<file path="config.mk">
export PLATFORM = sky130hd
export DESIGN_NAME = rdi_mul
export DESIGN_NICKNAME = d
export VERILOG_FILES = /design/src/hdl/rdi_pkg.sv /design/src/hdl/rdi_mul.sv
export SDC_FILE = /design/constraint.sdc
export NUM_CORES = 2
export LEC_CHECK = 0
export ABC_AREA = 1
export BUFFER_PORTS_ARGS = -buffer_cell sky130_fd_sc_hd__buf_4
export CORE_MARGIN = 2
export CORE_UTILIZATION = 40
export CTS_BUF_LIST = sky130_fd_sc_hd__clkbuf_4 sky130_fd_sc_hd__clkbuf_8
export DETAILED_ROUTE_END_ITERATION = 7
export GPL_ROUTABILITY_DRIVEN = 0
export GPL_TIMING_DRIVEN = 1
export PLACE_DENSITY_LB_ADDON = 0.08
export SLEW_MARGIN = 5
export SYNTH_ARGS = -nofsm -noshare
export SYNTH_HDL_FRONTEND = slang
export SYNTH_SLANG_ARGS = --single-unit
</file>
<file path="constraint.sdc">
create_clock -name clk_i -period 19.7 [get_ports clk_i]
set_clock_uncertainty 0.2 [all_clocks]
set_input_delay 1.97 -clock clk_i [delete_from_list [all_inputs] [get_ports clk_i]]
set_output_delay 1.97 -clock clk_i [all_outputs]
set_load 0.03 [all_outputs]
</file>
<file path="src/hdl/rdi_pkg.sv">
// shared types, constants and helpers of the radial distortion unit
package rdi_pkg;

  localparam int SAMPLE_COUNT = 10;
  localparam int SmpW         = (SAMPLE_COUNT > 1) ? $clog2(SAMPLE_COUNT) : 1;
  localparam int RemW         = $clog2(SAMPLE_COUNT) + 1;
  localparam int SampleStep   = 16384 / SAMPLE_COUNT;
  localparam int SampleRem    = 16384 % SAMPLE_COUNT;

  localparam int CoefW   = 16;
  localparam int RadW    = 16;
  localparam int CfgIdxW = 2;
  localparam int OpW     = 34;
  localparam int ProdW   = 2 * OpW;

  // register indexes of the configuration port
  localparam logic [CfgIdxW-1:0] RegK1 = 2'd0;
  localparam logic [CfgIdxW-1:0] RegK2 = 2'd1;

  // operand pair of the shared multiplier
  typedef struct packed {
    logic signed [OpW-1:0] a;
    logic signed [OpW-1:0] b;
  } mul_op_t;

  // magnitude of a signed 64-bit value
  function automatic logic [63:0] mag64(input logic signed [63:0] v);
    logic signed [63:0] n;
    n = -v;
    return v[63] ? 64'(n) : 64'(v);
  endfunction

  // signed operand from sign and a magnitude below 2^31
  function automatic logic signed [OpW-1:0] op_sm(input logic sgn, input logic [63:0] m);
    logic signed [OpW-1:0] p;
    p = {2'b00, m[31:0]};
    return sgn ? -p : p;
  endfunction

endpackage

</file>
<file path="src/hdl/rdi_mul.sv">
// shared signed multiplier with registered product
module rdi_mul (
  input  logic                                clk_i,
  input  rdi_pkg::mul_op_t                    op_i,
  output logic signed [rdi_pkg::ProdW-1:0]    prod_o
);
  import rdi_pkg::*;

  // one product per cycle
  always_ff @(posedge clk_i) begin
    prod_o <= op_i.a * op_i.b;
  end

endmodule

</file>
==> out/qor.txt <==
crit-path cells = buf_4 > nand2_1 > inv_1 > fa_1 > fa_1 > fa_1 > fa_1 > inv_1 > fa_1 > fa_1 > fa_1 > fa_1 > inv_1 > ha_1 > a21oi_1 > nor2_1 > nor2_1 > o21ai_0 > nand2_1 > nand2_1 > a21oi_1 > nand2_1 > nand2_1 > nand2_1
post-cts hold buffer count = 0
worst path required time = 19.77 ns
mean number of vias per cell = 4.63
Multi-input gate area = 0.0359 mm2
post-route fraction of the period consumed by the critical path = 0.479
WP buf/inv = 4
largest register by flop count = prod_o
area share of the largest cell type after synthesis = 0.537
Max FO, Critical Path = 34
Die Area = 0.118 mm2
htree depth = 3
YS warnings = 0
global-route wire length before repair = 221000 um
launching element type of the critical path = input port
Crit Path Class = input port to flip-flop
top area cells in the synthesized netlist = sky130_fd_sc_hd__fa_1 (54%), sky130_fd_sc_hd__inv_1 (17%), sky130_fd_sc_hd__nand2_1 (13%)
highest attainable clock frequency = 106 MHz
clock transition at the register clock pins on the worst setup and hold paths after CTS = 0.08 ns
flip-flop and latch count after synthesis = 68
largest registers = prod_o (68)
total global-route track usage = 0.242
portion of the post-synthesis area used by sequential elements = 0.0295
signed area change from the synthesized netlist to the final layout = 4.69%
slew at the pin with the worst max-slew slack = 1.04 ns
mean routed wirelength per cell = 18.3 um
max-capacitance violation count = 0
TritonRoute pass-1 iters = 7
kind of cell adding the most delay to the critical path = adder cells
via count of the first global-routing pass = 38.2k
Cell Rows = 124
initial antenna violation count = 2
syn_nets = 7486
netlist area before placement = 0.0462 mm2
flip-flop cell with the highest count after synthesis = sky130_fd_sc_hd__dfxtp_1
kind of path behind the tightest hold check = input port to flip-flop
Post-route DRC = 0
layout cell share with drive strength beyond 1 = 0.0374
placed cell area = 0.0482 mm2
final global-route overflow total = 0
maximum root-to-sink buffer count = 2
Die Wd = 344 um
chip height = 344 um
count of cell instances traversed by the critical path = 24
initial standard-cell utilization of the core = 0.404
most frequent cells after synthesis = sky130_fd_sc_hd__inv_1 (2116), sky130_fd_sc_hd__nand2_1 (1661), sky130_fd_sc_hd__fa_1 (1241)
routed vias = 34.1k
finished layout cell area = 0.0484 mm2
Slew Viols, Final = 0
critical path startpoint = op_i[67]
setup bufs post-CTS = 0
Final Setup Violations = 0
stage delay of the slowest cell on the critical path = 1.29 ns
arrival time at the worst endpoint = 9.51 ns
post-synthesis area per instance = 7.74 um2
Final min period = 9.44 ns
flip-flop count of the largest register, all copies and words added = 68
post-CTS sizing = 0
RSZ-0062 raised after global routing = false
Worst path most repeated cell = sky130_fd_sc_hd__fa_1
DR iter-0 viols = 1741
Total Nets Final = 7369
run status = finished clean
post-detailed-placement half-perimeter wirelength = 115000 um
I/O pins = 137
TNS Setup = 0 ns
Clock Sinks = 68
FFs w/ async S/R, synth = 0
worst setup path endpoint = prod_o[65]$_DFF_P_
core region area = 0.115 mm2
Post-Synthesis Cells = 5972
total CTS buffers = 9
largest area contributor in the synthesized netlist = sky130_fd_sc_hd__fa_1
number of distinct library cells after synthesis = 32
number of input and output port buffers inserted = 136
largest net degree at the start of global routing = 36
Worst setup EP type = flip-flop
Slew headroom = 0.308
EDFF count, synth = 0
root buffer selected by CTS = sky130_fd_sc_hd__clkbuf_8
post-detailed-route count of antenna-violating nets = 0
CTS tree = yes
Final Hold Viols = 0
flip-flop and latch area = 0.00136 mm2
slowest CP cell = sky130_fd_sc_hd__fa_1
fill cell total of the finished layout = 11.9k
overall routed net length = 135000 um
leading cell type by number of instances after synthesis = sky130_fd_sc_hd__inv_1
## cells in the final DEF (no fill, tap or decap), drive strengths merged
master and n:
a21oi 63, nand3 77, o21a 1, clkinv 3
o21bai 11, nand2 1683, and2 1, nor4 1
or2 8, dfxtp 68, diode 2, buf 143
nand2b 1, clkbuf 9, ha 204, nor3 22
clkinvlp 1, xor2 33, a21o 1, bufinv 2
fa 1241, o21ai 19, nor2 124, inv 2119
xnor2 2, nand4 19, nand3b 3
## worst min path at each step
stage | start | to | slack (ns) | cells after the start
after floorplan | op_i[34] | prod_o[0]$_DFF_P_ | 2.05 | 3
after global placement | prod_o[2]$_DFF_P_ | prod_o[2] | 2.20 | 1
after detailed placement | prod_o[4]$_DFF_P_ | prod_o[4] | 2.20 | 1
after CTS | op_i[0] | prod_o[0]$_DFF_P_ | 1.87 | 3
after global routing | op_i[0] | prod_o[0]$_DFF_P_ | 1.90 | 3
final | op_i[0] | prod_o[0]$_DFF_P_ | 1.88 | 3
## through the flow
| step | util | hold slack, ns | std cells | worst slack [ns] |
|---|---|---|---|---|
| final | 0.423 | 1.88 | 7373 | 10.26 |
| after global routing | 0.423 | 1.90 | 7373 | 9.77 |
| after CTS | 0.423 | 1.87 | 7371 | 10.20 |
| after detailed placement | 0.421 | 2.20 | 7356 | 9.83 |
| after global placement | 0.421 | 2.20 | 7356 | 9.86 |
| after floorplan | - | 2.05 | 5972 | 10.71 |
## layout make-up
class,count,share of cell area
diodes,2,0.000103
clock buffers,9,0.00256
clock inverters,6,0.00186
inverters,2119,0.164
multi-input cells,3514,0.742
flip-flops and latches,68,0.0281
well taps,1512,0.0391
repair buffers,143,0.0222
## tightest hold or removal path, stage by stage
cell,delay (ns)
sky130_fd_sc_hd__buf_4,0.25
sky130_fd_sc_hd__nand2_1,0.12
sky130_fd_sc_hd__inv_1,0.05
## routing by layer
layer,track usage,part of all wire,vias to the layer above
met1,0.321,0.43,17689
met4,0.0341,0.014,0
li1,-,-,15758
met2,0.451,0.53,583
met5,0,0,-
met3,0.00788,0.030,92
## kinds of logic after synthesis
logic type                 Yosys count  synth area share
xor gates and xnor gates            35           0.00663
AOI/OAI and AO/OA                   95            0.0113
DFF                                 68            0.0295
buffers and inverters             2390             0.194
and+or+nand+nor                   1939             0.166
adders and majority gates         1445             0.593
Power is left out: the tool's default activity adds up to more than one toggle a clock period on the data nets, which glitch-free logic cannot reach.
